`config.mk`:
```
export PLATFORM = sky130hd
export DESIGN_NAME = ico_cordic_cell
export DESIGN_NICKNAME = d
export VERILOG_FILES = /design/src/hdl/ico_pkg.sv /design/src/hdl/ico_cordic_cell.sv
export SDC_FILE = /design/constraint.sdc
export NUM_CORES = 1
export LEC_CHECK = 0
export BUFFER_PORTS_ARGS = -buffer_cell sky130_fd_sc_hd__buf_2
export CAP_MARGIN = 30
export CORE_AREA = 4 4 356 358
export CTS_CLUSTER_DIAMETER = 60
export DETAILED_ROUTE_END_ITERATION = 8
export DIE_AREA = 0 0 360 362
export GPL_ROUTABILITY_DRIVEN = 0
export PLACE_DENSITY = 0.37
export SYNTH_ARGS = -nofsm -noshare
export SYNTH_HDL_FRONTEND = slang
export SYNTH_SLANG_ARGS = --single-unit
```
`constraint.sdc`:
```
create_clock -name clk -period 6.9 [get_ports clk]
set_input_delay 0.69 -clock clk [delete_from_list [all_inputs] [get_ports clk]]
set_output_delay 0.69 -clock clk [all_outputs]
set_load 0.03 [all_outputs]
```
`src/hdl/ico_pkg.sv`:
```
`default_nettype none
package ico_pkg;

  localparam int FRAC = 15;
  localparam int CW = FRAC + 2;
  localparam int STEPS_PER_LEVEL = 40;
  localparam int CORDIC_STEPS = 16;
  localparam int CORDIC_CELLS = CORDIC_STEPS + 1;

  // step layout inside one level
  localparam int ST_MAG = 0;
  localparam int ST_SQR = 1;
  localparam int ST_ROOT0 = 2;
  localparam int ROOT_STEPS = 18;
  localparam int ST_DIVINIT = ST_ROOT0 + ROOT_STEPS;
  localparam int ST_DIV0 = ST_DIVINIT + 1;
  localparam int QBITS = 18;
  localparam int ST_FIN = ST_DIV0 + QBITS;

  localparam int SEED_S = 17227;
  localparam int SEED_L = 27874;
  localparam int ONE = 32768;

  localparam logic signed [27:0] PI_ANG = 28'sd16777216;
  localparam logic signed [17:0] V_HIGH = 18'sd13107;
  localparam logic signed [17:0] V_LOW = 18'sd3276;
  localparam logic signed [17:0] V_TURN = 18'sd16384;

  localparam logic [2:0] REG_LEVEL = 3'd0;

  typedef logic signed [CW-1:0] coord_t;
  typedef coord_t [2:0] vec_t;

  localparam int SEEDS [12][3] = '{
    '{-SEED_S, 0, SEED_L}, '{SEED_S, 0, SEED_L},
    '{-SEED_S, 0, -SEED_L}, '{SEED_S, 0, -SEED_L},
    '{0, SEED_L, SEED_S}, '{0, SEED_L, -SEED_S},
    '{0, -SEED_L, SEED_S}, '{0, -SEED_L, -SEED_S},
    '{SEED_L, SEED_S, 0}, '{-SEED_L, SEED_S, 0},
    '{SEED_L, -SEED_S, 0}, '{-SEED_L, -SEED_S, 0}
  };

  localparam logic [3:0] FACES [20][3] = '{
    '{0, 4, 1}, '{0, 9, 4}, '{9, 5, 4}, '{4, 5, 8}, '{4, 8, 1},
    '{8, 10, 1}, '{8, 3, 10}, '{5, 3, 8}, '{5, 2, 3}, '{2, 7, 3},
    '{7, 10, 3}, '{7, 6, 10}, '{7, 11, 6}, '{11, 0, 6}, '{0, 1, 6},
    '{6, 1, 10}, '{9, 0, 11}, '{9, 11, 2}, '{9, 2, 5}, '{7, 2, 11}
  };

  localparam int ATAN [CORDIC_STEPS] = '{
    4194304, 2476042, 1308273, 664100, 333339, 166832, 83436, 41721,
    20861, 10430, 5215, 2608, 1304, 652, 326, 163
  };

  // midpoint m joins corners PA[m] and PB[m]: ab, ac, bc
  localparam int PA [3] = '{0, 0, 1};
  localparam int PB [3] = '{1, 2, 2};

  typedef struct packed {
    logic err;
    logic [2:0] lvl;
    logic [14:0] idx;
    logic act;
    logic [1:0] dig;
    vec_t [2:0] v;
    logic [2:0][2:0] neg;
    logic [2:0][2:0][16:0] mag;
    logic [2:0][35:0] rad;
    logic [2:0][35:0] root;
    logic [2:0][2:0][32:0] rem;
    logic [2:0][2:0][QBITS-1:0] quo;
  } mid_t;

  typedef struct packed {
    logic err;
    logic [14:0] idx;
    vec_t [2:0] v;
    logic [2:0] zero;
    logic [2:0][33:0] xs;
    logic [2:0][33:0] zs;
    logic [2:0][27:0] acc;
  } cor_t;

endpackage
`default_nettype wire

```
`src/hdl/ico_cordic_cell.sv`:
```
`default_nettype none
module ico_cordic_cell #(
  parameter int STEP = 0
) (
  input  logic          clk,
  input  logic          rst,
  input  logic          en,
  input  logic          in_valid,
  input  ico_pkg::cor_t in_data,
  output logic          out_valid,
  output ico_pkg::cor_t out_data
);
  import ico_pkg::*;

  cor_t nxt;

  generate
    if (STEP == 0) begin : g_prep
      // move into the right half plane
      always_comb begin : c_prep
        logic signed [33:0] xw, zw;
        nxt = in_data;
        for (int i = 0; i < 3; i++) begin
          xw = 34'($signed(in_data.v[i][0])) <<< (30 - FRAC);
          zw = 34'($signed(in_data.v[i][2])) <<< (30 - FRAC);
          nxt.zero[i] = (xw == '0) && (zw == '0);
          nxt.acc[i] = '0;
          if (xw < 0) begin
            nxt.acc[i] = (zw >= 0) ? PI_ANG : -PI_ANG;
            xw = -xw;
            zw = -zw;
          end
          nxt.xs[i] = xw;
          nxt.zs[i] = zw;
        end
      end
    end else begin : g_iter
      localparam int I = STEP - 1;
      localparam logic signed [27:0] ANG = 28'(ATAN[I]);
      always_comb begin : c_iter
        logic signed [33:0] xw, zw, dx, dz;
        logic signed [27:0] ac;
        nxt = in_data;
        for (int i = 0; i < 3; i++) begin
          xw = $signed(in_data.xs[i]);
          zw = $signed(in_data.zs[i]);
          ac = $signed(in_data.acc[i]);
          dx = zw >>> I;
          dz = xw >>> I;
          if (zw >= 0) begin
            nxt.xs[i] = xw + dx;
            nxt.zs[i] = zw - dz;
            nxt.acc[i] = ac + ANG;
          end else begin
            nxt.xs[i] = xw - dx;
            nxt.zs[i] = zw + dz;
            nxt.acc[i] = ac - ANG;
          end
        end
      end
    end
  endgenerate

  always_ff @(posedge clk) begin
    if (rst) begin
      out_valid <= 1'b0;
    end else if (en) begin
      out_valid <= in_valid;
    end
    if (en) begin
      out_data <= nxt;
    end
  end

endmodule
`default_nettype wire

```
**Word level (Yosys, flattened, before mapping)**

Cells that the tools add are included.
Widths: inputs -> output; s select.

- Logic and storage cells: 58
- Bits of input ports: 464
- Flip-flop bits (word level): 461

- $lt $le $gt $ge: 6
- Mux-type cells: 9
- Add/sub/neg operators: 6
- Reduce and logical (&&, ||, !) cells: 9

Operators by type and width:

| cell | number |
|---|---|
| $logic_not 34->1 | 6 |
| $mux 34 | 6 |
| $neg 32->34 | 6 |
| $ge 32x1->1 const B | 3 |
| $lt 32x1->1 const B | 3 |
| $mux 28 | 3 |
| $logic_and 1x1->1 | 3 |

**Logic depth before layout (Yosys ltp)**

Gate-level depths: netlist of run 1.

- Depth after elaboration: 2
- Gate-level depth with buffers: 8

**Worst setup path after synthesis of run 1**

Ideal clock, no wire load.

- Path type: input-to-reg
- From: input in_data[351] (netlist name)
- To: register out_data[251] (netlist name) (data pin)
- Setup time: 255 ps
- Stages on the path: 6
- Required time: 6645 ps
- Slack: 4229 ps
- Buffers on the path: 0
- Data arrival time: 2417 ps
- Cell sequence: or4_4 -> or3_4 -> or3_1 -> nor3_1 -> ha_1 -> and2_1

- Word-level cells in the longest chain between the ends: 2
- Elaborated cells between the ends (all ways): 3
- Classes of those cells: 1 x add/sub; 1 x order compare; 1 x mux

RTL lines:

| what | line | text |
|---|---|---|
| start: declaration | ico_cordic_cell.sv:9 | `input ico_pkg::cor_t in_data,` |
| $neg 32->34 or $lt 32x1->1 (tied branches) | ico_cordic_cell.sv:30, ico_cordic_cell.sv:28 |  |
| $mux 34 (*) | ico_cordic_cell.sv:28 | `if (xw < 0) begin` |
| end signal: assignment | ico_cordic_cell.sv:71 | `out_data <= nxt;` |
| end: declaration | ico_cordic_cell.sv:11 | `output ico_pkg::cor_t out_data` |

Every way passes the cells marked *; elsewhere a longest branch is shown, timed or not.
A chain may end at the register's enable or synchronous reset.

**Final worst setup path of run 1**

- From: input in_data[429] (netlist name)
- To: register out_data[180] (netlist name) (data pin)

- Word-level cells in the longest chain between the ends: 2

RTL lines:

| what | line | text |
|---|---|---|
| $neg 32->34 | ico_cordic_cell.sv:31 | `zw = -zw;` |
| $mux 34 | ico_cordic_cell.sv:28 |  |
| net g_prep.c_prep.zw[28] | ico_cordic_cell.sv:21 | `logic signed [33:0] xw, zw;` |

The timed path passes the listed nets, and every way through them passes these cells.

==> results of run 1 <==
## cells in the final DEF (no fill, tap or decap), types with 2 or more instances in the layout
cell        Yosys  final
a21oi_1         7      7
and2_1          6      6
buf_2           0    470
buf_4         174      5
bufinv_16       0      2
clkbuf_1       10      4
clkbuf_16       0     45
clkinv_1        0      7
clkinv_16       0      2
clkinv_2        0      7
clkinv_4        0      4
clkinvlp_4      0      2
conb_1          1    168
diode_2         0      3
edfxtp_1      286    286
ha_1           12     12
inv_1          21     21
inv_6           0      7
nand2_1        42     42
nand2b_1       13     13
nand3_1         5      5
nor2_1          6      6
nor2b_1         4      4
nor3_1         14     14
nor4_1         13     13
o21ai_0        38     38
o31ai_1        18     18
o41ai_1         9      9
o41ai_2         3      3
or2_2           2      2
or3_1           6      6
or4_1           4      4
or4_4           3      3
xnor2_1        79     79
xor2_1          5      5
## path summary, 6_finish.rpt
kind	endpoint	cells after the start	start	slack, ns
max	out_data[180]$_DFFE_PP_	5	in_data[429]	4.28
min reg2reg	out_valid$_SDFFE_PP0P_	2	out_valid$_SDFFE_PP0P_	0.49
min	out_valid$_SDFFE_PP0P_	2	rst	0.26
max reg2reg	out_valid$_SDFFE_PP0P_	2	out_valid$_SDFFE_PP0P_	6.32
## metrics by stage
stage / hold WS [ns] / util / instances / setup WS [ns] / instance area (µm²)
3_3_place_gp: 0.483 / 0.128 / 2885 / 3.49 / 15800
4_1_cts: 0.179 / 0.140 / 2967 / 4.12 / 17300
5_1_grt: 0.189 / 0.140 / 2967 / 4.08 / 17300
2_1_floorplan: 0.630 / - / 955 / 4.23 / 12700
6_report: 0.258 / 0.140 / 2970 / 4.28 / 17300
3_5_place_dp: 0.485 / 0.128 / 2885 / 3.46 / 15800
## sequential cells by signal (all words and copies together), names as in the netlist
register	cells
out_data	286
out_valid	1
## Yosys cell counts, drive strengths merged
cell type  number  share of area
or3b            2         0.0017
nor4           13         0.0067
xor2            5         0.0036
nand3b          1        0.00062
or3             7         0.0040
or4             7         0.0053
nor2            6         0.0019
buf           174           0.11
dfxtp           1         0.0017
nor3           14         0.0058
mux2i           1        0.00083
a21oi           7         0.0029
clkbuf         10         0.0031
conb            1        0.00031
nand2          42          0.013
edfxtp        286           0.71
nand3           5         0.0021
nor2b           4         0.0021
o21ai          38          0.016
inv            21         0.0065
xnor2          79          0.057
nand4           1        0.00052
ha             12          0.012
nand2b         13         0.0067
o41ai          12          0.011
and2            6         0.0031
or2             2         0.0010
o31ai          18          0.011
## power by group
part           internal, W  switching, W  total [W]
sequential         0.00210     0.0000380    0.00214
clock              0.00130      0.000909    0.00221
combinational     0.000189      0.000672   0.000861
total              0.00359       0.00162    0.00521
## kinds of logic after synthesis
kind of cell	synth area share
flops	0.713
buf+inv	0.118
simple gates	0.0546
xor+xnor	0.0609
compound gates	0.0404
fa+ha+maj	0.0124
other cells	0.000310
mux	0.000829
## layout make-up
class	instances	area, µm²
Multi-Input combinational cell	463	2670
Tap cell	1637	2050
Inverter	21	78.8
Timing Repair Buffer	477	2420
Clock inverter	33	324
Sequential cell	287	8610
Antenna cell	3	7.51
Clock buffer	49	1140
Fill cell	13900	106000
## critical path: stages
cell	delay [ns]
buf_2	0.13
nor3_1	0.72
nand3_1	0.74
o41ai_1	0.55
xnor2_1	0.10
## layer usage
metal | vias to the layer above | track usage | part of all wire
li1 | 3556 | - | -
met1 | 3668 | 0.0755 | 0.42
met2 | 520 | 0.0966 | 0.43
met3 | 56 | 0.0275 | 0.12
met4 | 2 | 0.0217 | 0.028
met5 | - | 0 | 0.00026
==> summary.txt, run 1 <==
status - completed
Worst slew margin - 0.301
Setup CP Type - input pin to flop
initial core utilization - 0.0979
first-pass GRT wire length - 57400 µm
hpwl dp - 33600 µm
Routed WL - 43000 µm
worst-margin pin slew - 1.04 ns
sequential area share after synthesis - 0.713
TritonCTS buffer count - 45
1st-iter DRT viols - 349
#FFs+latches synth - 287
RSZ-0062 raised after global routing - false
Hold Vio Cnt, Final - 0
clk_lat worst skew - 0.58 ns
Overflow after GRT - 0
largest net degree at the start of global routing - 147
worst min-delay path class - input pin to flop
clk sinks - 287
Arrival @ worst endpoint - 2.95 ns
final worst clock skew - 0 ns
final setup vio count - 0
share of cells above drive strength 1 - 0.420
Die Ht - 362 µm
crit-path max FO - 4
Clock transition at path regs - 0.05 ns
initial antenna violation count - 4
full die area - 0.130 mm²
Via density - 2.63
Area growth syn-to-layout - 43.3%
gr usage total - 0.0618
Mapped Cells - 788
# nets final - 1771
Slew Viols, Final - 0
Max Clk Rate - 381 MHz
root cell of the clock tree - clkbuf_16
Routed WL per cell - 14.5 µm
clock buffer depth - 3
minimum clock period - 2.62 ns
ANT nets after route - 0
num rows - 129
core footprint - 0.123 mm²
crit share post-route - 0.380
Crit. End Element - flop
Ys Warns - 0
Pwr Density - 301 mW/mm²
Port Buffer Count - 471
Post-Syn Area - 0.0121 mm²
max cap viols - 0
CP startpoint kind - input pin
Syn Area/Cell - 15.3 µm²
drt pass-1 iters - 4
die width - 360 µm
I/O pin count - 925
via count - 7802
hold_buf cts - 0
CTS tree - done
vias in the first global route - 7683
CP Data Required Time - 7.22 ns
postcts setup bufs - 0
Design Power - 0.00521 W
Residual DRC - 0
leakage power - 6.66 nW
Resize count post-CTS - 0
Max IR drop VDD - 0.167 mV
H-tree depth - 2
post-synthesis cell type count - 32
Post-Route Setup TNS - 0 ns
(Power assumes the default switching activity.)
==> run 2, diff against run 1 <==
--- a/config.mk
+++ b/config.mk
@@ -12,7 +12,7 @@
 export DETAILED_ROUTE_END_ITERATION = 8
 export DIE_AREA = 0 0 360 362
 export GPL_ROUTABILITY_DRIVEN = 0
-export PLACE_DENSITY = 0.37
+export PLACE_DENSITY = 0.38
 export SYNTH_ARGS = -nofsm -noshare
 export SYNTH_HDL_FRONTEND = slang
 export SYNTH_SLANG_ARGS = --single-unit
==> constraint.sdc (replaced) <==
create_clock -name clk -period 2.25 [get_ports clk]
set_input_delay 0.225 -clock clk [delete_from_list [all_inputs] [get_ports clk]]
set_output_delay 0.225 -clock clk [all_outputs]
set_load 0.03 [all_outputs]
==> run 2 against run 1 <==
  * Sequential share of layout area is 5.6 points lower
  * Clock skew unchanged
  * Clock-buffer cell count shrank 3
  * Critical path depth is 3 higher
  * Largest cell class unchanged
==> summary.txt, run 2 (same netlist as run 1, synthesis figures left out) <==
dpl cell area - 0.0163 mm²
power share of the clock group - 0.424
Setup CP Type - input pin to flop
worst hold margin - 0.0563 ns
Via density - 2.70
Max IR drop VDD - 0.565 mV
clk_lat worst skew - 0.58 ns
vias in the first global route - 8711
Port Buffer Count - 471
sw power - 0.00497 W
drt pass-1 iters - 4
Crit. End Element - flop
max cap viols - 0
status - completed
CP Data Required Time - 2.58 ns
Fill cells - 13.7k
minimum clock period - 2.25 ns
Logic pwr share - 0.178
largest net degree at the start of global routing - 55
Pint - 0.0115 W
Design Power - 0.0165 W
initial antenna violation count - 9
crit share post-route - 0.998
CP Cell Sequence - dlygate4sd3_1 > buf_2 > or4_4 > or3_4 > or3_4 > nor3_2 > ha_1 > and2_1
Post-Route Setup TNS - 0 ns
1st-iter DRT viols - 331
Pwr Density - 846 mW/mm²
root cell of the clock tree - clkbuf_16
max reg flops - 286
CP Depth - 8
CP max stage cell - dlygate4sd3_1
commonest cells after routing, fill and taps aside - buf_2, edfxtp_1, conb_1, dlygate4sd3_1, xnor2_1
full die area - 0.130 mm²
gr usage total - 0.0669
die width - 360 µm
CP startpoint kind - input pin
worst min-delay path class - input pin to flop
final instance area - 0.0195 mm²
Area growth syn-to-layout - 61.3%
I/O pin count - 925
Arrival @ worst endpoint - 2.58 ns
crit-path most repeated cell - or3_4
WP buf/inv - 2
Routed WL per cell - 14.5 µm
Hold Vio Cnt, Final - 0
Crit path max-delay family - simple AND/OR/NAND/NOR gates
worst setup margin - 0.00408 ns
Slew Viols, Final - 0
Worst Reg2Reg Path Length in Cells - 3
Largest regs - out_data x286, out_valid x1
hold path depth - 2
initial core utilization - 0.0979
leakage power - 7.67 nW
switch share - 0.301
Routed WL - 46300 µm
Die Ht - 362 µm
ANT nets after route - 0
Clock transition at path regs - 0.05 ns
final worst clock skew - 0 ns
Max Clk Rate - 445 MHz
sequential power share - 0.398
register with the most flip-flops - out_data
TritonCTS buffer count - 44
first-pass GRT wire length - 63000 µm
RSZ-0062 raised after global routing - false
num rows - 129
core footprint - 0.123 mm²
via count - 8632
share of cells above drive strength 1 - 0.397
Overflow after GRT - 0
clk sinks - 287
Critical Path Max Stage Delay - 0.55 ns
Post-Place Worst Slack - -0.618 ns
# nets final - 1992
H-tree depth - 2
CTS tree - done
hpwl dp - 36000 µm
final setup vio count - 0
crit-path max FO - 3
commonest non-fill, non-tap cell in the layout - buf_2
clock buffer depth - 3
Residual DRC - 0
## run 2: cell count changes in the layout (fill, tap and decap cells not counted), sizes merged
cell	change
clkinv	+2
diode	+2
clkbuf	-3
clkinvlp	-2
inv	-2
bufinv	+3
dlygate4sd3	+168
buf	+54
## run 2: layout make-up
class	count	area [µm²]	area share
Clock inverter	34	352	0.0180
Antenna cell	5	12.5	0.000642
Multi-Input combinational cell	463	2710	0.139
Timing Repair Buffer	699	4550	0.233
Clock buffer	46	1130	0.0580
Sequential cell	287	8610	0.442
Tap cell	1637	2050	0.105
Inverter	21	78.8	0.00405
## run 2: worst paths after layout
check	start	end	slack, ns
setup reg to reg	out_valid$_SDFFE_PP0P_	out_valid$_SDFFE_PP0P_	1.11
setup / recovery	in_data[350]	out_data[251]$_SDFFCE_PN0P_	0.004
hold / removal	in_data[302]	out_data[302]$_DFFE_PP_	0.06
hold reg to reg	out_valid$_SDFFE_PP0P_	out_valid$_SDFFE_PP0P_	1.04
## run 2: layer usage
layer  wire, µm  up-vias  GRT usage
li1           -     4008          -
met1      18800     4008     0.0797
met2      20800      538      0.108
met3       5390       74     0.0290
met4       1240        4     0.0216
met5         15        -          0
## run 2: through the flow
step                utilization  instances
global placement          0.132       2938
CTS                       0.158       3186
floorplan                     -        955
detailed placement        0.132       2938
global route              0.158       3187
finish                    0.158       3192
## run 2: worst register-to-register path: stages, from the launching register on
cell and delay, ns:
dfxtp_1 0.30, mux2i_1 0.13, nor2_1 0.05, dlygate4sd3_1 0.54
## run 2: power groups by stage
stage                     clock, W  combinational [W]  sequential, W
after floorplan                  0           0.000892        0.00763
after global placement           0            0.00275        0.00667
after detailed placement         0            0.00274        0.00668
after CTS                  0.00735            0.00299        0.00658
after global routing       0.00755            0.00311        0.00661
final                      0.00699            0.00293        0.00656
## run 2: what timing repair did
item                       CTS  global route
hold buffers               168             0
hold endpoints to repair   240             0
buffers inserted             0             1
setup endpoints to repair    0             5
gates resized for setup      0             5
