[src/hdl/ico_pkg.sv]
`default_nettype none
package ico_pkg;

  localparam int FRAC = 15;
  localparam int CW = FRAC + 2;
  localparam int STEPS_PER_LEVEL = 40;
  localparam int CORDIC_STEPS = 16;
  localparam int CORDIC_CELLS = CORDIC_STEPS + 1;

  // step layout inside one level
  localparam int ST_MAG = 0;
  localparam int ST_SQR = 1;
  localparam int ST_ROOT0 = 2;
  localparam int ROOT_STEPS = 18;
  localparam int ST_DIVINIT = ST_ROOT0 + ROOT_STEPS;
  localparam int ST_DIV0 = ST_DIVINIT + 1;
  localparam int QBITS = 18;
  localparam int ST_FIN = ST_DIV0 + QBITS;

  localparam int SEED_S = 17227;
  localparam int SEED_L = 27874;
  localparam int ONE = 32768;

  localparam logic signed [27:0] PI_ANG = 28'sd16777216;
  localparam logic signed [17:0] V_HIGH = 18'sd13107;
  localparam logic signed [17:0] V_LOW = 18'sd3276;
  localparam logic signed [17:0] V_TURN = 18'sd16384;

  localparam logic [2:0] REG_LEVEL = 3'd0;

  typedef logic signed [CW-1:0] coord_t;
  typedef coord_t [2:0] vec_t;

  localparam int SEEDS [12][3] = '{
    '{-SEED_S, 0, SEED_L}, '{SEED_S, 0, SEED_L},
    '{-SEED_S, 0, -SEED_L}, '{SEED_S, 0, -SEED_L},
    '{0, SEED_L, SEED_S}, '{0, SEED_L, -SEED_S},
    '{0, -SEED_L, SEED_S}, '{0, -SEED_L, -SEED_S},
    '{SEED_L, SEED_S, 0}, '{-SEED_L, SEED_S, 0},
    '{SEED_L, -SEED_S, 0}, '{-SEED_L, -SEED_S, 0}
  };

  localparam logic [3:0] FACES [20][3] = '{
    '{0, 4, 1}, '{0, 9, 4}, '{9, 5, 4}, '{4, 5, 8}, '{4, 8, 1},
    '{8, 10, 1}, '{8, 3, 10}, '{5, 3, 8}, '{5, 2, 3}, '{2, 7, 3},
    '{7, 10, 3}, '{7, 6, 10}, '{7, 11, 6}, '{11, 0, 6}, '{0, 1, 6},
    '{6, 1, 10}, '{9, 0, 11}, '{9, 11, 2}, '{9, 2, 5}, '{7, 2, 11}
  };

  localparam int ATAN [CORDIC_STEPS] = '{
    4194304, 2476042, 1308273, 664100, 333339, 166832, 83436, 41721,
    20861, 10430, 5215, 2608, 1304, 652, 326, 163
  };

  // midpoint m joins corners PA[m] and PB[m]: ab, ac, bc
  localparam int PA [3] = '{0, 0, 1};
  localparam int PB [3] = '{1, 2, 2};

  typedef struct packed {
    logic err;
    logic [2:0] lvl;
    logic [14:0] idx;
    logic act;
    logic [1:0] dig;
    vec_t [2:0] v;
    logic [2:0][2:0] neg;
    logic [2:0][2:0][16:0] mag;
    logic [2:0][35:0] rad;
    logic [2:0][35:0] root;
    logic [2:0][2:0][32:0] rem;
    logic [2:0][2:0][QBITS-1:0] quo;
  } mid_t;

  typedef struct packed {
    logic err;
    logic [14:0] idx;
    vec_t [2:0] v;
    logic [2:0] zero;
    logic [2:0][33:0] xs;
    logic [2:0][33:0] zs;
    logic [2:0][27:0] acc;
  } cor_t;

endpackage
`default_nettype wire

[src/hdl/ico_out.sv]
`default_nettype none
module ico_out (
  input  logic          clk,
  input  logic          rst,
  input  logic          in_valid,
  input  ico_pkg::cor_t in_data,
  output logic          en,
  output logic          m_tvalid,
  input  logic          m_tready,
  output logic [95:0]   m_tdata,
  output logic          m_tlast,
  output logic          m_tuser
);
  import ico_pkg::*;

  logic buf_valid;
  logic [1:0] beat;
  logic b_err;
  logic [15:0] b_idx3;
  logic [2:0][15:0] b_px, b_py, b_pz, b_u, b_v;

  logic take, last, load;
  logic [2:0][15:0] n_px, n_py, n_pz, n_u, n_v;

  function automatic logic [15:0] sat_pos(input logic [CW-1:0] c);
    if ($signed(c) > 17'sd32767) return 16'h7fff;
    return c[15:0];
  endfunction

  function automatic logic [15:0] sat_v(input logic signed [17:0] t);
    if (t > 18'sd32767) return 16'h7fff;
    if (t < -18'sd32768) return 16'h8000;
    return t[15:0];
  endfunction

  // round angles, seam fix in corner order, format the three results
  always_comb begin : c_fmt
    logic signed [17:0] tv [3];
    logic signed [27:0] r;
    logic signed [17:0] u;
    for (int i = 0; i < 3; i++) begin
      r = ($signed(in_data.acc[i]) + 28'sd512) >>> 10;
      tv[i] = in_data.zero[i] ? 18'sd0 : 18'(r);
    end
    for (int i = 0; i < 3; i++) begin
      if (tv[i] > V_HIGH) begin
        for (int j = 0; j < 3; j++) begin
          if (j != i && tv[j] <= V_LOW) begin
            tv[j] = tv[j] + V_TURN;
          end
        end
      end
    end
    for (int i = 0; i < 3; i++) begin
      n_px[i] = sat_pos(in_data.v[i][0]);
      n_py[i] = sat_pos(in_data.v[i][1]);
      n_pz[i] = sat_pos(in_data.v[i][2]);
      u = 18'($signed(in_data.v[i][1])) + 18'sd32768;
      if (u > 18'sd65535) n_u[i] = 16'hffff;
      else if (u < 0) n_u[i] = 16'h0000;
      else n_u[i] = u[15:0];
      n_v[i] = sat_v(tv[i]);
    end
  end

  assign take = m_tvalid && m_tready;
  assign last = b_err || (beat == 2'd2);
  assign en = !buf_valid || (take && last);
  assign load = en && in_valid;

  always_ff @(posedge clk) begin
    if (rst) begin
      buf_valid <= 1'b0;
      beat <= 2'd0;
    end else if (load) begin
      buf_valid <= 1'b1;
      beat <= 2'd0;
    end else if (take) begin
      if (last) begin
        buf_valid <= 1'b0;
        beat <= 2'd0;
      end else begin
        beat <= beat + 2'd1;
      end
    end
    if (load) begin
      b_err <= in_data.err;
      b_idx3 <= 16'({in_data.idx, 1'b0}) + 16'(in_data.idx);
      b_px <= n_px;
      b_py <= n_py;
      b_pz <= n_pz;
      b_u <= n_u;
      b_v <= n_v;
    end
  end

  assign m_tvalid = buf_valid;
  assign m_tlast = last;
  assign m_tuser = b_err;
  assign m_tdata = b_err ? '0 :
    {b_v[beat], b_u[beat], b_pz[beat], b_py[beat], b_px[beat], b_idx3 + 16'(beat)};

  a_err_single: assert property (@(posedge clk) disable iff (rst)
    m_tvalid && m_tuser |-> m_tlast) else $error("error request not single");
  a_beats_follow: assert property (@(posedge clk) disable iff (rst)
    take && !m_tlast |=> m_tvalid) else $error("corner request missing");
  a_index_step: assert property (@(posedge clk) disable iff (rst)
    take && !m_tlast |=> m_tdata[15:0] == $past(m_tdata[15:0]) + 16'd1)
    else $error("vertex index not consecutive");
  a_empty_moves: assert property (@(posedge clk) disable iff (rst)
    !buf_valid |-> en) else $error("chain stalled with empty buffer");

endmodule
`default_nettype wire

[config.mk]
export PLATFORM = sky130hd
export DESIGN_NAME = ico_out
export DESIGN_NICKNAME = d
export VERILOG_FILES = /design/src/hdl/ico_pkg.sv /design/src/hdl/ico_out.sv
export SDC_FILE = /design/constraint.sdc
export NUM_CORES = 1
export LEC_CHECK = 0
export BUFFER_PORTS_ARGS = -buffer_cell sky130_fd_sc_hd__buf_2
export CAP_MARGIN = 20
export CELL_PAD_IN_SITES_DETAIL_PLACEMENT = 2
export CELL_PAD_IN_SITES_GLOBAL_PLACEMENT = 2
export CORE_MARGIN = 1.5
export CORE_UTILIZATION = 27
export DETAILED_ROUTE_END_ITERATION = 10
export PLACE_DENSITY_LB_ADDON = 0.1
export SYNTH_ARGS = -nofsm -noshare
export SYNTH_HDL_FRONTEND = slang
export SYNTH_SLANG_ARGS = --single-unit
[constraint.sdc]
create_clock -name clk -period 7.3 [get_ports clk]
set_input_delay 0 -clock clk [delete_from_list [all_inputs] [get_ports clk]]
set_output_delay 0 -clock clk [all_outputs]
set_load 0.03 [all_outputs]
* After elaboration in Yosys (flattened, before gate mapping)
Cells that the tools add are included.
** Cells by class
- Reduce and logical (&&, ||, !) cells :: 10
- Add/subtract/negate cells :: 15
- Order comparisons :: 31
- Multiplexer cells :: 79
- Eq/ne operators :: 1
** Operators with widths (number)
- $mux W16 :: 38
- $mux W18 :: 11
- $bmux W16 S2 :: 5
- $gt A17 B16 Y1 const B :: 9
- $add A18 B16 Y18 const B :: 6
- $le A18 B13 Y1 const B :: 6
- $mux W96 :: 1
- $add A28 B11 Y28 const B :: 3
- $mux W36 :: 2
- $add A17 B17 Y18 const B :: 3
- $gt A18 B15 Y1 const B :: 3
- $gt A18 B16 Y1 const B :: 3
- $gt A18 B17 Y1 const B :: 3
- $lt A18 B1 Y1 const B :: 3
- $lt A18 B16 Y1 const B :: 3
- $mux W1 :: 21
- $add A16 B15 Y16 :: 1
- $add A16 B2 Y16 :: 1
- $reduce_bool A2 Y1 :: 2
- $logic_and A1 B1 Y1 :: 3
- $lt A2 B3 Y1 const B :: 1
- $add A2 B1 Y2 const B :: 1
- $eq A2 B2 Y1 const B :: 1
- $logic_or A1 B1 Y1 :: 2
- other kinds (4) :: 4
** Word-level totals
- Output and inout bits :: 100
- Logic and storage cells :: 155
- Register bits after elaboration :: 260
- Input bits :: 464

* Depth between registers and ports, before layout
Gate-level depths: netlist (run 1).
- Depth in word-level cells :: 15
- Depth in mapped cells :: 30
- Mapped depth without buffers :: 28

* Least setup slack after synthesis (run 1)
OpenSTA, ideal clock, no wires.
- Kind :: flip-flop to flip-flop
- Start :: reg beat[0]
- End :: reg b_idx3[0], enable pin
- Setup time :: 0.651 ns
- Stages on the path, launching flop included :: 8
- Path buffers :: 1
- Required time :: 6.649 ns
- Arrival time :: 7.276 ns
- Slack :: -0.627 ns
- Clock period less this slack :: 7.927 ns
- Path through :: dfxtp_1 -> buf_1 -> inv_1 -> ha_1 -> or2_2 -> nand2_1 -> nand2_1 -> and2_1
** Between the ends
- Word-level cells in the longest chain between the ends :: 5
** RTL lines
- start, declared :: RTL line ico_out.sv:17 : logic [1:0] beat;
- start signal, assigned :: RTL line ico_out.sv:83 : beat <= beat + 2'd1;
- $eq A2 B2 Y1 :: RTL line ico_out.sv:67 : assign last = b_err || (beat == 2'd2);
- $logic_or A1 B1 Y1 :: RTL line ico_out.sv:67
- named net m_tlast :: RTL line ico_out.sv:11 : output logic m_tlast,
- $logic_and A1 B1 Y1 :: RTL line ico_out.sv:68 : assign en = !buf_valid || (take && last);
- $logic_or A1 B1 Y1 :: RTL line ico_out.sv:68
- named net en :: RTL line ico_out.sv:7 : output logic en,
- $logic_and A1 B1 Y1 :: RTL line ico_out.sv:69 : assign load = en && in_valid;
- named net load :: RTL line ico_out.sv:22 : logic take, last, load;
- end signal, assigned :: RTL line ico_out.sv:88 : b_idx3 <= 16'({in_data.idx, 1'b0}) + 16'(in_data.idx);
- end, declared :: RTL line ico_out.sv:19 : logic [15:0] b_idx3;
The timed path passes the listed nets, and every way through them passes these cells.
A chain may end at the register's enable or synchronous reset.

* Worst setup path in the final report (run 1)
- Start :: in in_data[11] (netlist name)
- End :: reg b_v[6] (netlist name) (data pin)
** Between the ends
- Word-level cells in the longest chain between the ends :: 14
- Elaborated cells on any way between the ends :: 26
- Those cells by class :: 4 x add/sub; 8 x order compare; 14 x mux
** RTL lines
- start, declared :: RTL line ico_out.sv:6 : input ico_pkg::cor_t in_data,
- $add A28 B11 Y28 (*) :: RTL line ico_out.sv:42 : r = ($signed(in_data.acc[i]) + 28'sd512) >>> 10;
- $mux W18 (*) :: RTL line ico_out.sv:43 : tv[i] = in_data.zero[i] ? 18'sd0 : 18'(r);
- $gt A18 B15 Y1 :: RTL line ico_out.sv:46 : if (tv[i] > V_HIGH) begin
- $mux W36 :: RTL line ico_out.sv:46
- $gt A18 B15 Y1, or another cell as far along :: RTL line ico_out.sv:46
- $mux W18, on equally long branches :: RTL line ico_out.sv:46, ico_out.sv:48
- $add A18 B16 Y18, or another cell as far along :: RTL line ico_out.sv:49 : tv[j] = tv[j] + V_TURN;
- $mux W18 / $gt A18 B15 Y1 (equally long branches) :: RTL line ico_out.sv:48, ico_out.sv:46
- $mux W36 (*) :: RTL line ico_out.sv:46
- $lt A18 B16 Y1 :: RTL line ico_out.sv:32 : if (t < -18'sd32768) return 16'h8000;
- $mux W1 (2 in series) :: RTL line ico_out.sv:32
- $mux W16 :: RTL line ico_out.sv:33 : return t[15:0];
- $mux W16 (*) :: RTL line ico_out.sv:32
- end signal, assigned :: RTL line ico_out.sv:93 : b_v <= n_v;
- end, declared :: RTL line ico_out.sv:20 : logic [2:0][15:0] b_px, b_py, b_pz, b_u, b_v;
Mark *: on every way between the ends. The rest lies on a longest branch, timed or not. The select of a mux whose other input is x is not followed.

==> flow_metrics.env, run 1 <==
export IMPL_start_util_pct=27.2
export IMPL_seq_area_um2=7780
export IMPL_hold_viol=0
export IMPL_grt_max_degree=189
export IMPL_routabilityCongestion=0.872
export IMPL_fmax_ghz=0.157
export IMPL_grt_usage_pct=21.0
export IMPL_io_pins=564
export IMPL_syn_nets=2200
export IMPL_fin_crit_ns=6.39
export IMPL_num_rows=90
export IMPL_cp_slowest_cell="dlygate4sd3_1"
export IMPL_globalRoute_totalOverflow=0
export IMPL_dieArea_um2=62200
export IMPL_fin_hold_ws_ns=0.0308
export IMPL_io_buffers=332
export IMPL_syn_to_final_growth_pct=33.0
export IMPL_cp_max_fo=14
export IMPL_ys_warn_count=0
export IMPL_die_w_um=249
export IMPL_drt_iter0_drc=557
export IMPL_fin_tns_setup_ns=0
export IMPL_crit_path_end_kind="flip-flop"
export IMPL_multi_input_area_um2=7850
export IMPL_max_slew_margin_pct=14.6
export IMPL_clock_latency_ns=0.59
export IMPL_grt_pass1_wl_um=102000
export IMPL_status="finished, final reports clean"
export IMPL_period_share_pct=87.5
export IMPL_cp_data_required_time_ns=7.59
export IMPL_power_mw=4.21
export IMPL_clock_skew_ns=0.0122
export IMPL_synth_seq_area_share_pct=47.5
export IMPL_drtPass1Iterations=4
export IMPL_cts_resized=0
export IMPL_worstPathArrival_ns=6.68
export IMPL_layout_nets=2694
export IMPL_wire_per_inst_um=22.3
export IMPL_netSwitchingPower_mw=1.27
export IMPL_synth_seq_cells=260
export IMPL_ant_nets=0
export IMPL_drv_cap=0
export IMPL_cts_tree="built"
export IMPL_setup_viol=0
export IMPL_path_common_cell="nand2_1"
export IMPL_synth_edf_count=257
export IMPL_synthesis_area_um2=16400
export IMPL_drc=0
export IMPL_htreeDepth=1
export IMPL_pwr_share_seq_pct=43.8
export IMPL_antenna_found_initial=10
export IMPL_drive_above_1_share_pct=22.4
export IMPL_fp_coreArea_um2=60100
export IMPL_p_per_area_nw_per_um2=193
export IMPL_clk_pin_slew_worst_paths_ns=0.06
export IMPL_cp_start_kind="input port"
export IMPL_cts_buffer_depth=3
export IMPL_slew_violations=0
export IMPL_dp_hpwl_um=47100
export IMPL_avgSynthCellArea_um2=9.68
export IMPL_vias_per_cell=4.97
export IMPL_ir_drop_uv=183
export IMPL_cts_buffers=31
export IMPL_hp_class="input port to flip-flop"
export IMPL_max_stage_delay_ns=0.52
export IMPL_die_height_um=249
export IMPL_fillers=6617
export IMPL_root_buffer="clkbuf_16"
export IMPL_netlist_instances=1692
export IMPL_synth_main_ff_cell="edfxtp_1"
export IMPL_switching_share_pct=30.2
export IMPL_async_flop_share_pct=0
export IMPL_rsz0062_at_grt="no"
export IMPL_worst_slew_pin_slew_ns=1.28
export IMPL_p_int_mw=2.94
export IMPL_clock_power_share_pct=33.7
export IMPL_leakage_nw=8.38
export IMPL_drt_total_wl_um=66700
export IMPL_via_count=14900
export IMPL_power_frac_comb_pct=22.5
export IMPL_ys_types=90
export IMPL_grt_pass1_vias=16200
export IMPL_critPathKind="input port to flip-flop"
export IMPL_clock_sinks=260
-- power by group through the flow --
stage                     Clock [mW]  Sequential [mW]  Combinational (mW)
after floorplan                    0             1.87               0.522
after global placement             0             1.87               0.821
after detailed placement           0             1.87               0.841
after CTS                       1.46             1.84               0.951
after global routing            1.51             1.85                1.04
final                           1.42             1.84               0.946
-- critical path, delay by kind of cell --
kind,cells,cell delay [ns]
xor gates and xnor gates,2,0.60
muxes,3,1.05
adders and majority gates,3,0.57
AOI/OAI and AO/OA,7,1.56
and+or+nand+nor,9,1.46
buffers and inverters,7,1.41
-- flip-flops by register name, summed over array words and instances, names as in the netlist --
signal / count
m_tvalid: 1
m_tuser: 1
b_idx3: 16
b_u: 48
b_v: 48
b_py: 48
beat: 2
b_pz: 48
b_px: 48
-- area by class of cell --
cell class	instances	share of cell area (%)
multi-input cells	1238	36.0
well taps	782	4.49
clock inverters	14	0.396
diodes	5	0.0574
repair buffers	562	18.0
inverters	93	1.60
flip-flops and latches	260	35.7
clock buffers	38	3.68
-- Yosys cell counts, drive strengths merged (8+ instances only) --
library cell    n  area [um2]
nand2b        110         688
nand3          43         220
ha             42         526
or2            53         332
nand2          76         285
a211oi          9        80.1
nor3           26         130
o21ai         116         584
mux2           13         146
nor2b          12        75.1
xor2           34         298
buf            31         153
and4            8        70.1
edfxtp        257        7720
and2           21         131
o31ai          14         110
clkbuf         70         265
nand4          25         178
a21oi         130         654
and3            9        56.3
inv            93         349
a31oi          17         106
mux2i          86         861
xnor2          39         342
nor4           22         180
or3             9        61.3
nor2          233         885
-- placed cells by master (no fill, tap or decap), types with 13 or more instances in the layout --
cell type	count
mux2_2	13
nand2_1	76
inv_1	93
clkbuf_16	31
o21ai_0	102
nor2_1	231
a21oi_1	129
buf_4	19
and2_1	19
o31ai_1	13
nand3_1	42
nor3_1	26
ha_1	42
nor4_1	18
mux2i_1	85
dlygate4sd3_1	209
a31oi_1	17
or2_2	52
o21ai_1	13
xnor2_1	39
xor2_1	34
edfxtp_1	257
nand2b_1	110
nand4_1	23
buf_2	332
-- per-stage QoR --
step           util, %  cell area (um2)  worst slack (ns)  cells
3_3_place_gp      31.2            18800             0.814   2725
2_1_floorplan        -            16400              1.55   1692
5_1_grt           36.2            21800             0.344   2990
6_report          36.2            21800             0.913   2992
4_1_cts           36.2            21800             0.860   2986
3_5_place_dp      31.2            18800             0.601   2725
-- cells by family (layout without fill, tap and decap cells) --
group,Yosys count,count (layout),share of synthesized area (%)
AO/OA/AOI/OAI,355,355,13.2
XOR/XNOR,73,73,3.90
adder cells (fa/ha/maj),44,44,3.45
buffers and inverters,194,707,4.68
flip-flops,260,260,47.5
multiplexers,99,99,6.15
other,0,5,0
AND/OR/NAND/NOR,667,667,21.1
-- path summary, 6_finish.rpt --
kind / slack, ns / startpoint / endpoint / cells past startpoint
min: 0.03 / in_data[18] / b_v[8] / 3
max reg2reg: 3.64 / m_tuser / b_idx3[10] / 6
max: 0.91 / in_data[11] / b_v[6] / 31
min reg2reg: 0.55 / m_tvalid / m_tvalid / 2
-- metal layers --
metal  track usage [%]  share of wire, %  vias up
met1              28.6                47     7481
li1                  -                 -     7002
met2              35.5                47      314
met4              3.68               1.4        8
met5                 0             0.075        -
met3              3.38               4.5       52
-- what timing repair did --
item	CTS	global route
hold endpoints to repair	232	0
setup buffers	0	0
hold buffers	209	0
No activity file was read; power rests on OpenSTA's default activity.
==> run 2: changes to the inputs <==
--- a/config.mk
+++ b/config.mk
@@ -9,10 +9,12 @@
 export CAP_MARGIN = 20
 export CELL_PAD_IN_SITES_DETAIL_PLACEMENT = 2
 export CELL_PAD_IN_SITES_GLOBAL_PLACEMENT = 2
+export CORE_ASPECT_RATIO = 0.8
 export CORE_MARGIN = 1.5
 export CORE_UTILIZATION = 27
 export DETAILED_ROUTE_END_ITERATION = 10
 export PLACE_DENSITY_LB_ADDON = 0.1
+export REMOVE_ABC_BUFFERS = 1
 export SYNTH_ARGS = -nofsm -noshare
 export SYNTH_HDL_FRONTEND = slang
 export SYNTH_SLANG_ARGS = --single-unit
==> run 2 against run 1 <==
Effect of this change:
- clock-buffer cell count up 4
- global-route usage up 0.62 points
- utilization up 0.27 points
- cell area up 0.10%
- non-clock buffer count down 9
- first-iteration DRC count up 59%
- power up 3.4%
- final cell count about the same
- critical path type unchanged
==> flow_metrics.env, run 2 (synthesis results as in run 1) <==
export IMPL_worstPathArrival_ns=6.74
export IMPL_final_common_cell="buf_2"
export IMPL_routabilityCongestion=0.898
export IMPL_drt_iter0_drc=884
export IMPL_grt_pass1_vias=16100
export IMPL_fin_crit_ns=6.48
export IMPL_clock_sinks=260
export IMPL_drc=0
export IMPL_cts_buffer_depth=3
export IMPL_grtUsageMet3_pct=4.92
export IMPL_dieArea_um2=62200
export IMPL_io_pins=564
export IMPL_hp_class="input port to flip-flop"
export IMPL_fin_hold_ws_ns=0.0240
export IMPL_busiest_layer="met2"
export IMPL_layout_nets=2685
export IMPL_cp_data_required_time_ns=7.56
export IMPL_die_w_um=278
export IMPL_period_share_pct=88.7
export IMPL_max_stage_delay_ns=0.52
export IMPL_whs_path_depth=3
export IMPL_cp_max_fo=14
export IMPL_cp_slowest_cell="dlygate4sd3_1"
export IMPL_fp_coreArea_um2=59800
export IMPL_htreeDepth=1
export IMPL_grt_use_met1_pct=31.7
export IMPL_rsz0062_at_grt="no"
export IMPL_drt_total_wl_um=68300
export IMPL_leakage_nw=8.40
export IMPL_drtPass1Iterations=5
export IMPL_cts_buffers=31
export IMPL_max_slew_margin_pct=28.6
export IMPL_path_common_cell="nand2_1"
export IMPL_p_per_area_nw_per_um2=200
export IMPL_via_count=15000
export IMPL_wire_per_inst_um=22.9
export IMPL_start_util_pct=27.4
export IMPL_layout_common_cells="333 x buf_2, 257 x edfxtp_1, 231 x nor2_1"
export IMPL_fin_util_pct=36.5
export IMPL_fmax_ghz=0.154
export IMPL_grt_max_degree=77
export IMPL_die_height_um=223
export IMPL_clock_latency_ns=0.60
export IMPL_grt_pass1_wl_um=103000
export IMPL_cts_resized=0
export IMPL_status="finished, final reports clean"
export IMPL_cp_start_kind="input port"
export IMPL_drv_cap=0
export IMPL_rr_worst_depth=8
export IMPL_crit_path_end_kind="flip-flop"
export IMPL_slew_violations=0
export IMPL_fin_area_um2=21800
export IMPL_globalRoute_totalOverflow=0
export IMPL_worst_slew_pin_slew_ns=1.05
export IMPL_num_rows=80
export IMPL_critPathKind="input port to flip-flop"
export IMPL_ir_drop_uv=126
export IMPL_use_met2_pct=32.7
export IMPL_antenna_found_initial=16
export IMPL_stdcell_count=2990
export IMPL_root_buffer="clkbuf_16"
export IMPL_io_buffers=332
export IMPL_fillers=6616
export IMPL_clock_skew_ns=0.0352
export IMPL_clk_pin_slew_worst_paths_ns=0.06
export IMPL_fin_tns_setup_ns=0
export IMPL_ant_nets=0
export IMPL_dp_cells=2722
export IMPL_syn_to_final_growth_pct=33.2
export IMPL_grt_usage_pct=21.7
export IMPL_dp_hpwl_um=48100
export IMPL_setup_viol=0
export IMPL_dpl_cell_area_um2=18800
export IMPL_cts_tree="built"
export IMPL_drive_above_1_share_pct=22.8
export IMPL_hold_viol=0
export IMPL_vias_per_cell=5.00
## run 2: through the flow
stage | power [mW] | setup WS, ns
finish | 4.36 | 0.821
global route | 4.57 | 0.360
CTS | 4.40 | 0.820
detailed placement | 2.72 | 0.670
global placement | 2.69 | 0.817
floorplan | 2.37 | -2.02
## run 2: worst paths after layout
| check | to | start | slack (ns) |
|---|---|---|---|
| max | b_v[4] | in_data[18] | 0.82 |
| min | b_v[24] | in_data[46] | 0.02 |
| min reg2reg | beat[0] | beat[0] | 0.80 |
| max reg2reg | beat[1] | beat[1] | 3.63 |
## run 2: power breakdown
part           switching (mW)  leakage, nW  internal, mW
clock network           0.675        0.496         0.886
registers              0.0386         2.41          1.80
logic                   0.596         5.49         0.360
## run 2: layout make-up
cell class,count,area (um2),share of cell area (%)
clock buffers,42,847,3.88
flip-flops and latches,260,7780,35.7
clock inverters,16,149,0.682
repair buffers,553,3820,17.5
diodes,9,22.5,0.103
multi-input cells,1238,7870,36.1
inverters,93,349,1.60
well taps,779,975,4.47
## run 2: what timing repair did
item | in CTS | in global routing
hold endpoints to repair | 219 | 0
hold buffers | 200 | 0
setup buffers | 0 | 0
## run 2: routing by layer
metal | vias to the layer above | share of wire [%]
li1 | 7003 | -
met1 | 7479 | 49
met2 | 377 | 43
met3 | 82 | 6.1
met4 | 14 | 1.7
met5 | - | 0.12
## run 2: worst max-delay path: cells and delay by family
kind	cells	cell delay (ns)
and+or+nand+nor	10	2.05
adders and majority gates	3	0.51
AOI/OAI and AO/OA	6	1.26
buffers and inverters	6	1.28
xor gates and xnor gates	1	0.13
muxes	4	1.52
==> run 3: changes to the inputs <==
==> constraint.sdc (replaced) <==
create_clock -name clk -period 7.3 [get_ports clk]
set_input_delay 1.46 -clock clk [delete_from_list [all_inputs] [get_ports clk]]
set_output_delay 1.46 -clock clk [all_outputs]
set_load 0.03 [all_outputs]
==> run 3 against run 2 <==
Effect of this change:
- flip-flop and latch count unchanged
- non-clock buffer count shrank 143
- first-iteration DRC count shrank 23%
- final cell count decreased by 4.9%
- hold slack gained 0.54 ns
- die area unchanged
- critical path depth is the same
- fmax fell by 3.3%
- sequential share of layout area is 2.7 points higher
- wire length fell by 5.3%
==> flow_metrics.env, run 3 (synthesis results as in run 1) <==
export IMPL_via_count=14300
export IMPL_worstPathArrival_ns=7.00
export IMPL_io_pins=564
export IMPL_drt_total_wl_um=64700
export IMPL_p_per_area_nw_per_um2=209
export IMPL_fin_tns_setup_ns=0
export IMPL_worst_slew_pin_slew_ns=1.13
export IMPL_cp_start_kind="input port"
export IMPL_cts_buffer_depth=3
export IMPL_die_w_um=278
export IMPL_grt_max_degree=155
export IMPL_cp_max_fo=7
export IMPL_grt_pass1_wl_um=96500
export IMPL_root_buffer="clkbuf_16"
export IMPL_whs_path_depth=2
export IMPL_leakage_nw=7.82
export IMPL_clock_latency_ns=0.60
export IMPL_io_buffers=332
export IMPL_crit_path_end_kind="flip-flop"
export IMPL_die_height_um=223
export IMPL_clock_skew_ns=0.0296
export IMPL_rsz0062_at_grt="no"
export IMPL_power_mw=4.24
export IMPL_fillers=6653
export IMPL_ctsHoldBuffers=0
export IMPL_rr_worst_depth=6
export IMPL_slew_violations=0
export IMPL_dpl_cell_area_um2=19300
export IMPL_max_slew_margin_pct=24.2
export IMPL_vias_per_cell=5.04
export IMPL_ir_drop_uv=130
export IMPL_grt_pass1_vias=15100
export IMPL_final_common_cell="buf_2"
export IMPL_ant_nets=0
export IMPL_antenna_found_initial=16
export IMPL_max_stage_delay_ns=0.41
export IMPL_syn_to_final_growth_pct=23.8
export IMPL_start_util_pct=27.4
export IMPL_period_share_pct=91.8
export IMPL_clk_pin_slew_worst_paths_ns=0.06
export IMPL_seq_area_um2=7780
export IMPL_cp_data_required_time_ns=7.60
export IMPL_postCtsSetupBuffers=0
export IMPL_routabilityCongestion=0.931
export IMPL_htreeDepth=1
export IMPL_cts_buffers=30
export IMPL_cts_tree="built"
export IMPL_grt_usage_pct=20.3
export IMPL_drc=0
export IMPL_setup_viol=0
export IMPL_clock_sinks=260
export IMPL_hp_class="flip-flop to flip-flop"
export IMPL_cts_resized=0
export IMPL_fin_crit_ns=6.70
export IMPL_wire_per_inst_um=22.7
export IMPL_num_rows=80
export IMPL_multi_input_area_um2=7870
export IMPL_status="finished, final reports clean"
export IMPL_drv_cap=0
export IMPL_fin_hold_ws_ns=0.564
export IMPL_cp_slowest_cell="or3_4"
export IMPL_hold_viol=0
export IMPL_dieArea_um2=62200
export IMPL_layout_nets=2541
export IMPL_dp_hpwl_um=49200
export IMPL_critPathKind="input port to flip-flop"
export IMPL_fmax_ghz=0.149
export IMPL_globalRoute_totalOverflow=0
export IMPL_drive_above_1_share_pct=27.0
export IMPL_fp_coreArea_um2=59800
export IMPL_layout_common_cells="332 x buf_2, 257 x edfxtp_1, 231 x nor2_1"
export IMPL_fin_area_um2=20300
export IMPL_drt_iter0_drc=679
export IMPL_drtPass1Iterations=5
run 3: cell count changes in the layout (fill, tap and decap cells not counted), moves of 2 or more:
cell / delta
buf_12: +3
buf_4: +53
clkbuf_1: +2
clkinv_2: -4
dlygate4sd3_1: -200
run 3: per-layer routing:
metal	GRT usage, %	share of wire (%)	vias to the layer above
met4	2.91	1.1	18
met1	29.9	50	7181
met5	0	0.15	-
met2	30.5	42	358
li1	-	-	6707
met3	5.01	6.9	61
run 3: final timing paths:
check / end / start / slack [ns]
setup / recovery: b_v[3] / in_data[10] / 0.60
setup reg to reg: b_v[12] / m_tuser / 4.09
hold / removal: m_tvalid / m_tvalid / 0.56
hold reg to reg: m_tvalid / m_tvalid / 0.56
run 3: worst max-delay path: cells and delay by family:
kind,cells,cell delay [ns]
AO/OA/AOI/OAI,6,0.88
adder cells (fa/ha/maj),4,0.70
AND/OR/NAND/NOR,10,1.82
multiplexers,4,1.40
buffers and inverters,5,0.55
XOR/XNOR,1,0.16
run 3: per-stage QoR:
| stage | util (%) | setup slack, ns | std cells |
|---|---|---|---|
| 6_report | 33.9 | 0.599 | 2844 |
| 5_1_grt | 33.9 | 0.0636 | 2836 |
| 4_1_cts | 33.9 | 0.528 | 2834 |
| 3_5_place_dp | 32.3 | -0.0831 | 2779 |
| 3_3_place_gp | 32.2 | 0.0422 | 2778 |
| 2_1_floorplan | - | -2.02 | 1591 |
run 3: cell type report:
cell class | instances | share of cell area (%)
multi-input combinational | 1238 | 38.8
sequential | 260 | 38.4
timing repair buffer | 410 | 11.4
tap | 779 | 4.81
clock buffer | 44 | 4.16
inverter | 93 | 1.72
clock inverter | 11 | 0.660
antenna | 9 | 0.111
run 3: where the power goes:
part	internal, mW	switching [mW]	leakage, nW	total, mW
Sequential	1.80	0.0397	2.41	1.84
Combinational	0.312	0.569	4.93	0.880
Clock	0.872	0.651	0.473	1.52
Total	2.98	1.26	7.82	4.24
